--- config.mk ---
export PLATFORM = sky130hd
export DESIGN_NAME = nfc_response_frame_parser_flat
export DESIGN_NICKNAME = d
export VERILOG_FILES = /design/src/hdl/nfcrp_pkg.sv /design/src/hdl/nfcrp_if.sv /design/src/hdl/nfcrp_parser.sv /design/src/hdl/nfc_response_frame_parser.sv /design/src/flat_wrapper.sv
export SDC_FILE = /design/constraint.sdc
export NUM_CORES = 1
export LEC_CHECK = 0
export ABC_AREA = 1
export BUFFER_PORTS_ARGS = -buffer_cell sky130_fd_sc_hd__buf_2
export CAP_MARGIN = 10
export CORE_ASPECT_RATIO = 0.75
export CORE_MARGIN = 2
export CORE_UTILIZATION = 55
export CTS_CLUSTER_SIZE = 14
export DETAILED_ROUTE_END_ITERATION = 7
export PLACE_DENSITY = 0.78
export REMOVE_ABC_BUFFERS = 1
export SLEW_MARGIN = 5
export SYNTH_ARGS = -nofsm -noshare
export SYNTH_HDL_FRONTEND = slang
export SYNTH_HIERARCHICAL = 1
export SYNTH_SLANG_ARGS = --single-unit
--- constraint.sdc ---
create_clock -name clk -period 4.81 [get_ports clk]
set_clock_uncertainty 0.05 [all_clocks]
set_input_delay 0.962 -clock clk [delete_from_list [all_inputs] [get_ports clk]]
set_output_delay 0.962 -clock clk [all_outputs]
set_load 0.02 [all_outputs]
--- src/hdl/nfcrp_pkg.sv ---
// nfcrp_pkg: types and constants shared by the nfc response frame parser
// no dependencies; compiled first
`timescale 1ns / 1ps
`default_nettype none

package nfcrp_pkg;

	localparam logic [7:0] BYTE_ZERO = 8'h00;
	localparam logic [7:0] BYTE_ONES = 8'hFF;
	localparam logic [7:0] MAX_FRAME_LEN_RESET = 8'd32;
	localparam logic [15:0] RECENT_RESET = 16'hFFFF;

	typedef enum logic [2:0] {
		PH_HUNT = 3'd0,
		PH_LEN  = 3'd1,
		PH_LCS  = 3'd2,
		PH_TFI  = 3'd3,
		PH_DATA = 3'd4,
		PH_DCS  = 3'd5,
		PH_DONE = 3'd6
	} phase_t;

	typedef enum logic [2:0] {
		V_VALID   = 3'd0,
		V_ACK     = 3'd1,
		V_NACK    = 3'd2,
		V_EXT     = 3'd3,
		V_INVALID = 3'd4
	} verdict_t;

	typedef enum logic {
		KIND_PAYLOAD = 1'b0,
		KIND_VERDICT = 1'b1
	} item_kind_t;

	typedef struct packed {
		logic [7:0] rx_byte;
		logic       end_of_read;
	} rx_item_t;

	typedef struct packed {
		item_kind_t item_kind;
		logic [7:0] data_byte;
		verdict_t   verdict;
		logic [7:0] payload_len;
	} result_t;

endpackage

`default_nettype wire

--- src/hdl/nfcrp_if.sv ---
// nfcrp_rx_if / nfcrp_result_if: valid/ready channels of the frame parser
// no dependencies
`timescale 1ns / 1ps
`default_nettype none

interface nfcrp_rx_if;
	logic       valid;
	logic       ready;
	logic [7:0] rx_byte;
	logic       end_of_read;

	modport source (output valid, output rx_byte, output end_of_read, input ready);
	modport sink (input valid, input rx_byte, input end_of_read, output ready);
endinterface

interface nfcrp_result_if;
	logic       valid;
	logic       ready;
	logic       item_kind;
	logic [7:0] data_byte;
	logic [2:0] verdict;
	logic [7:0] payload_len;

	modport source (output valid, output item_kind, output data_byte, output verdict,
		output payload_len, input ready);
	modport sink (input valid, input item_kind, input data_byte, input verdict,
		input payload_len, output ready);
endinterface

`default_nettype wire

--- src/hdl/nfcrp_parser.sv ---
// nfcrp_parser: frame state and per-byte decode of one read transfer
// depends on nfcrp_pkg
`timescale 1ns / 1ps
`default_nettype none

module nfcrp_parser (
	input  wire                  clk,
	input  wire                  arst_n,
	input  wire                  step,
	input  nfcrp_pkg::rx_item_t  item,
	input  wire [7:0]            max_frame_len,
	output logic                 has_result,
	output nfcrp_pkg::result_t   result
);
	import nfcrp_pkg::*;

	phase_t      phase_q, phase_d;
	logic [15:0] recent_q, recent_d;
	logic [7:0]  frame_len_q, frame_len_d;
	logic [7:0]  data_sum_q, data_sum_d;
	logic [7:0]  bytes_left_q, bytes_left_d;
	logic [7:0]  frame_id_q, frame_id_d;
	logic [7:0]  b;
	logic        lcs_ok;
	logic        dcs_ok;
	logic [7:0]  left_dec;

	assign b        = item.rx_byte;
	assign lcs_ok   = (frame_len_q != BYTE_ZERO) && (frame_len_q <= max_frame_len)
		&& ((frame_len_q + b) == BYTE_ZERO);
	assign dcs_ok   = ((data_sum_q + b) == BYTE_ZERO);
	assign left_dec = bytes_left_q - 8'd1;

	// next state
	always_comb begin
		phase_d      = phase_q;
		recent_d     = recent_q;
		frame_len_d  = frame_len_q;
		data_sum_d   = data_sum_q;
		bytes_left_d = bytes_left_q;
		frame_id_d   = frame_id_q;
		case (phase_q)
			PH_HUNT: begin
				if (recent_q == 16'h0000 && b == BYTE_ONES) begin
					phase_d = PH_LEN;
				end else begin
					recent_d = {recent_q[7:0], b};
				end
			end
			PH_LEN: begin
				frame_len_d = b;
				phase_d     = PH_LCS;
			end
			PH_LCS: begin
				if (frame_len_q == BYTE_ZERO && b == BYTE_ONES) begin
					phase_d = PH_DONE;
				end else if (frame_len_q == BYTE_ONES && (b == BYTE_ZERO || b == BYTE_ONES)) begin
					phase_d = PH_DONE;
				end else if (lcs_ok) begin
					bytes_left_d = frame_len_q - 8'd1;
					phase_d      = PH_TFI;
				end else begin
					phase_d = PH_DONE;
				end
			end
			PH_TFI: begin
				frame_id_d = b;
				data_sum_d = b;
				phase_d    = (bytes_left_q == BYTE_ZERO) ? PH_DCS : PH_DATA;
			end
			PH_DATA: begin
				data_sum_d   = data_sum_q + b;
				bytes_left_d = left_dec;
				if (left_dec == BYTE_ZERO) begin
					phase_d = PH_DCS;
				end
			end
			default: begin
				phase_d = PH_DONE;
			end
		endcase
		if (item.end_of_read) begin
			phase_d      = PH_HUNT;
			recent_d     = RECENT_RESET;
			frame_len_d  = BYTE_ZERO;
			data_sum_d   = BYTE_ZERO;
			bytes_left_d = BYTE_ZERO;
			frame_id_d   = BYTE_ZERO;
		end
	end

	// result of this byte
	always_comb begin
		has_result         = 1'b0;
		result.item_kind   = KIND_VERDICT;
		result.data_byte   = BYTE_ZERO;
		result.verdict     = V_INVALID;
		result.payload_len = BYTE_ZERO;
		case (phase_q)
			PH_LCS: begin
				if (frame_len_q == BYTE_ZERO && b == BYTE_ONES) begin
					has_result     = 1'b1;
					result.verdict = V_ACK;
				end else if (frame_len_q == BYTE_ONES && b == BYTE_ZERO) begin
					has_result     = 1'b1;
					result.verdict = V_NACK;
				end else if (frame_len_q == BYTE_ONES && b == BYTE_ONES) begin
					has_result     = 1'b1;
					result.verdict = V_EXT;
				end else if (!lcs_ok) begin
					has_result = 1'b1;
				end
			end
			PH_DATA: begin
				has_result       = 1'b1;
				result.item_kind = KIND_PAYLOAD;
				result.data_byte = b;
				result.verdict   = V_VALID;
			end
			PH_DCS: begin
				has_result = 1'b1;
				if (dcs_ok) begin
					result.data_byte   = frame_id_q;
					result.verdict     = V_VALID;
					result.payload_len = frame_len_q - 8'd1;
				end
			end
			default: begin
				has_result = 1'b0;
			end
		endcase
		// transfer ends without a verdict
		if (item.end_of_read && phase_q != PH_DONE && phase_q != PH_DCS
			&& !(phase_q == PH_LCS && has_result)) begin
			has_result         = 1'b1;
			result.item_kind   = KIND_VERDICT;
			result.data_byte   = BYTE_ZERO;
			result.verdict     = V_INVALID;
			result.payload_len = BYTE_ZERO;
		end
	end

	always_ff @(posedge clk or negedge arst_n) begin
		if (!arst_n) begin
			phase_q      <= PH_HUNT;
			recent_q     <= RECENT_RESET;
			frame_len_q  <= BYTE_ZERO;
			data_sum_q   <= BYTE_ZERO;
			bytes_left_q <= BYTE_ZERO;
			frame_id_q   <= BYTE_ZERO;
		end else if (step) begin
			phase_q      <= phase_d;
			recent_q     <= recent_d;
			frame_len_q  <= frame_len_d;
			data_sum_q   <= data_sum_d;
			bytes_left_q <= bytes_left_d;
			frame_id_q   <= frame_id_d;
		end
	end

endmodule

`default_nettype wire

--- src/hdl/nfc_response_frame_parser.sv ---
// nfc_response_frame_parser: top level of the response frame parser
// depends on nfcrp_pkg, nfcrp_if, nfcrp_parser
//
// Usage:
//   rx carries the bytes of one read transfer, end_of_read set on the last
//   byte. result carries payload bytes (item_kind 0) as they arrive and
//   exactly one verdict (item_kind 1) per transfer.
//   cfg_we/cfg_wdata write max_frame_len (reset 32); write only while idle.
// Timing:
//   a byte is captured in an input register, decoded in the next cycle and
//   its result, if any, lands in the output register, which drives valid on
//   result. One byte per cycle is sustained while result is ready, set by
//   the single decode stage between the two registers.
// Reset:
//   arst_n clears the frame state to hunting, empties both registers and
//   sets the limit to 32.
// Stall:
//   while result is held the output register keeps its item; the input
//   register takes one more byte only if it is empty, then rx ready drops.
`timescale 1ns / 1ps
`default_nettype none

module nfc_response_frame_parser (
	input  wire                    clk,
	input  wire                    arst_n,
	nfcrp_rx_if.sink               rx,
	nfcrp_result_if.source         result,
	input  wire                    cfg_we,
	input  wire [7:0]              cfg_wdata
);
	import nfcrp_pkg::*;

	logic      valid_s1;
	rx_item_t  item_s1;
	logic      valid_s2;
	result_t   item_s2;
	logic [7:0] max_frame_len_q;
	logic      advance;
	logic      has_result;
	result_t   dec_result;

	assign advance  = valid_s1 && (!valid_s2 || result.ready);
	assign rx.ready = !valid_s1 || advance;

	always_ff @(posedge clk or negedge arst_n) begin
		if (!arst_n) begin
			max_frame_len_q <= MAX_FRAME_LEN_RESET;
		end else if (cfg_we) begin
			max_frame_len_q <= cfg_wdata;
		end
	end

	always_ff @(posedge clk or negedge arst_n) begin
		if (!arst_n) begin
			valid_s1 <= 1'b0;
		end else if (rx.ready) begin
			valid_s1 <= rx.valid;
		end
	end

	always_ff @(posedge clk) begin
		if (rx.valid && rx.ready) begin
			item_s1.rx_byte     <= rx.rx_byte;
			item_s1.end_of_read <= rx.end_of_read;
		end
	end

	nfcrp_parser u_parser (
		.clk           (clk),
		.arst_n        (arst_n),
		.step          (advance),
		.item          (item_s1),
		.max_frame_len (max_frame_len_q),
		.has_result    (has_result),
		.result        (dec_result)
	);

	always_ff @(posedge clk or negedge arst_n) begin
		if (!arst_n) begin
			valid_s2 <= 1'b0;
		end else if (advance) begin
			valid_s2 <= has_result;
		end else if (result.ready) begin
			valid_s2 <= 1'b0;
		end
	end

	always_ff @(posedge clk) begin
		if (advance && has_result) begin
			item_s2 <= dec_result;
		end
	end

	assign result.valid       = valid_s2;
	assign result.item_kind   = item_s2.item_kind;
	assign result.data_byte   = item_s2.data_byte;
	assign result.verdict     = item_s2.verdict;
	assign result.payload_len = item_s2.payload_len;

endmodule

`default_nettype wire
--- src/flat_wrapper.sv ---
// flat-port wrapper written by rule: the top's interface ports become plain ports
module nfc_response_frame_parser_flat import nfcrp_pkg::*;
  (clk, arst_n, cfg_we, cfg_wdata, rx_valid, rx_rx_byte, rx_end_of_read, rx_ready, result_valid, result_item_kind, result_data_byte, result_verdict, result_payload_len, result_ready);
  nfcrp_rx_if rx_i ();
  nfcrp_result_if result_i ();
  input  wire clk;
  input  wire arst_n;
  input  wire cfg_we;
  input  wire [7:0] cfg_wdata;
  input wire logic [$bits(rx_i.valid)-1:0] rx_valid;
  input wire logic [$bits(rx_i.rx_byte)-1:0] rx_rx_byte;
  input wire logic [$bits(rx_i.end_of_read)-1:0] rx_end_of_read;
  output wire logic [$bits(rx_i.ready)-1:0] rx_ready;
  output wire logic [$bits(result_i.valid)-1:0] result_valid;
  output wire logic [$bits(result_i.item_kind)-1:0] result_item_kind;
  output wire logic [$bits(result_i.data_byte)-1:0] result_data_byte;
  output wire logic [$bits(result_i.verdict)-1:0] result_verdict;
  output wire logic [$bits(result_i.payload_len)-1:0] result_payload_len;
  input wire logic [$bits(result_i.ready)-1:0] result_ready;
  assign rx_i.valid = rx_valid;
  assign rx_i.rx_byte = rx_rx_byte;
  assign rx_i.end_of_read = rx_end_of_read;
  assign rx_ready = rx_i.ready;
  assign result_valid = result_i.valid;
  assign result_item_kind = result_i.item_kind;
  assign result_data_byte = result_i.data_byte;
  assign result_verdict = result_i.verdict;
  assign result_payload_len = result_i.payload_len;
  assign result_i.ready = result_ready;
  nfc_response_frame_parser u_core (.clk(clk), .arst_n(arst_n), .rx(rx_i), .result(result_i), .cfg_we(cfg_we), .cfg_wdata(cfg_wdata));
endmodule
==> impl_metrics.ini <==
[clock_network]
cts_max_path_buffers = 2
path_clk_slew_ns = 0.06
cts-root-buf = clkbuf_16
postCtsSetupRepairBufs = 0
cts_resized = 0
ctsHoldBuffers = 0
cts_inserted_buffers = 9
cts_tree = yes
clk-insertion-delay-late_ns = 0.34
cts_max_level = 3
clock-sinks = 90

[logic_synthesis]
synth_area_um2 = 5360
yosys.area.top_type = dfrtp_1
yosys-top-cells-area = dfrtp_1 (21%), edfxtp_1 (16%), nand2_1 (11%)
ys_ff_latch = 90
avgSynthCellArea_um2 = 8.19
async_flop_share = 0.678
ys_warn_count = 6
yosysTopAreaCellShare = 0.205
synth_enable_flop_cells = 29
synth_ff_type = dfrtp_1
ys_seq_area_frac = 0.451
ys_types = 43
synthCells = 655

[drt]
dr.pass1.iters = 5
routed_wl_mm = 12.3
drt_iter0_markers = 401
wire_per_inst_um = 14.7
via_per_inst = 5.43
drc = 0
vias = 4509
antenna_left = 0

[timing]
slew_violations = 0
rsz0062_at_grt = false
max_freq_ghz = 0.310
min_period_over_period = 0.670
worstMarginPinSlew_ns = 1.14
fin_tns_setup_ns = 0
hold_viol = 0
worst_slew_margin_rel = 0.239
finalSetupViolCount = 0
fin_crit_ns = 3.22

[critical_path]
worstPathRequired_ns = 4.78
crit_path_end_kind = flip-flop
cp_slowest_cell = edfxtp_1
crit_buf_inv = 2
arrival_ns = 3.19
max_stage_delay_ns = 0.52
cp_common_cell = nand2_1
path_cells = ha_1 > fa_1 > nand2_1 > nand3_1 > nand3b_1 > nand2_1 > nand2_1 > nand2_1 > nor2_1 > nand3_1 > nand2_1 > nand3_1 > nand3_1 > inv_1 > nor2_1 > buf_4
startpoint_type = flip-flop
crit_family = simple AND/OR/NAND/NOR gates
cp_max_fo = 20
path_class = reg2reg

[global_route]
grt_max_degree = 62
track_usage = 0.247
grt_pass1_wl_mm = 20.2
grt_pass1_vias = 4138
gr-total-overflow = 0
antenna_found_initial = 0

[finish]
nNetsFinal = 744
final_cell_mix = nand2_1 (152), inv_1 (89), nor2_1 (50)
drive_above_1_share = 0.166
syn2layout_area_growth_pct = 10.9
final_core_util = 0.621
final_common_cell = nand2_1
antenna_cells = 0

[place]
hpwl_mm = 8.99
place.port_buffers = 43
routabilityCongestion = 0.971

[min_path]
hold_path_class = reg2reg

[power]
irDropWorstVdd_v = 0.000281
power.density_nw_per_um2 = 593
p_leak_nw = 2.88

[die]
core_um2 = 9580
rows = 31
dieHeight_um = 89.5
initial_core_util = 0.560
chipWidth_um = 118
ios = 44
die_area_um2 = 10600

[flow_run]
drv_cap = 0

[outcome]
status = finished clean
## cell type report
cell class / instances / area [um^2]
clock inverters: 6 / 48.8
inverters: 103 / 389
well taps: 132 / 165
flip-flops and latches: 90 / 2420
repair buffers: 46 / 238
fillers: 811 / 3630
clock buffers: 10 / 229
multi-input cells: 444 / 2460
## power breakdown
group          internal (mW)  switching [mW]  total (mW)
combinational          0.534           0.985        1.52
clock                  0.355           0.304       0.659
sequential              1.11           0.241        1.35
## cells by family (layout without fill, tap and decap cells)
group / after synthesis / in the layout / share of synthesized area
and+or+nand+nor: 292 / 292 / 0.249
buffers and inverters: 121 / 165 / 0.0903
AOI/OAI and AO/OA: 107 / 107 / 0.112
DFF: 90 / 90 / 0.451
adders and majority gates: 28 / 28 / 0.0681
xor gates and xnor gates: 17 / 17 / 0.0292
## synth_stat cells, types with 2 or more instances
library cell,n
clkbuf_1,6
edfxtp_1,29
o22ai_1,8
nor2_2,7
nor3_1,5
buf_6,2
nor4_1,2
buf_2,10
dfstp_2,17
o21ai_1,27
inv_1,89
dfrtp_1,44
nand3b_1,3
a21oi_1,30
nand3_2,12
fa_1,2
nor2_1,50
o211ai_1,5
xnor2_1,6
clkinv_1,5
nand3_1,44
o21a_1,2
ha_1,26
nand2_4,2
nand2_1,152
a211oi_1,3
inv_2,8
xor2_1,10
o21ai_0,28
nand4_1,8
## worst paths after layout
| kind | end | cells past startpoint | slack, ns | from |
|---|---|---|---|---|
| hold reg to reg | u_core/u_parser/recent_q[14] | 2 | 0.42 | u_core/u_parser/recent_q[14] |
| setup / recovery | u_core/result.data_byte[4] | 16 | 1.59 | u_core/item_s1[1] |
| max in group asynchronous | u_core/max_frame_len_q[0] | 2 | 3.44 | arst_n |
| setup reg to reg | u_core/result.data_byte[4] | 16 | 1.59 | u_core/item_s1[1] |
| hold / removal | u_core/u_parser/recent_q[14] | 2 | 0.42 | u_core/u_parser/recent_q[14] |
| min in group asynchronous | u_core/u_parser/frame_id_q[6] | 2 | 0.74 | arst_n |
## tightest hold or removal path, stage by stage, from the launching register on
cell and delay [ns]:
dfstp_2 0.37, inv_1 0.04, o21ai_1 0.06
## per-layer routing
layer	vias to the layer above	global-route usage	routed length, um
met5	-	0	0
met4	0	0.0756	212
met3	20	0.0497	952
met2	185	0.394	5510
met1	2091	0.347	5570
li1	2213	-	-
## registers in the layout, indices dropped and copies added (netlist names), 8 cells and up
| register | count |
|---|---|
| u_core/u_parser/recent_q | 16 |
| u_core/item_s1 | 9 |
| u_core/max_frame_len_q | 8 |
| u_core/result.data_byte | 8 |
| u_core/result.payload_len | 8 |
| u_core/u_parser/bytes_left_q | 8 |
| u_core/u_parser/data_sum_q | 8 |
| u_core/u_parser/frame_id_q | 8 |
| u_core/u_parser/frame_len_q | 8 |
## stage by stage
step / power [mW] / area, um^2 / hold slack (ns) / setup WS [ns] / instances
finish: 3.52 / 5950 / 0.421 / 1.59 / 831
global placement: 2.79 / 5670 / 0.409 / 1.64 / 815
global route: 3.80 / 5950 / 0.448 / 1.32 / 831
floorplan: 2.42 / 5270 / 0.392 / 1.41 / 637
detailed placement: 2.84 / 5670 / 0.411 / 1.65 / 815
CTS: 3.51 / 5950 / 0.425 / 1.63 / 831
(Power assumes the default switching activity.)
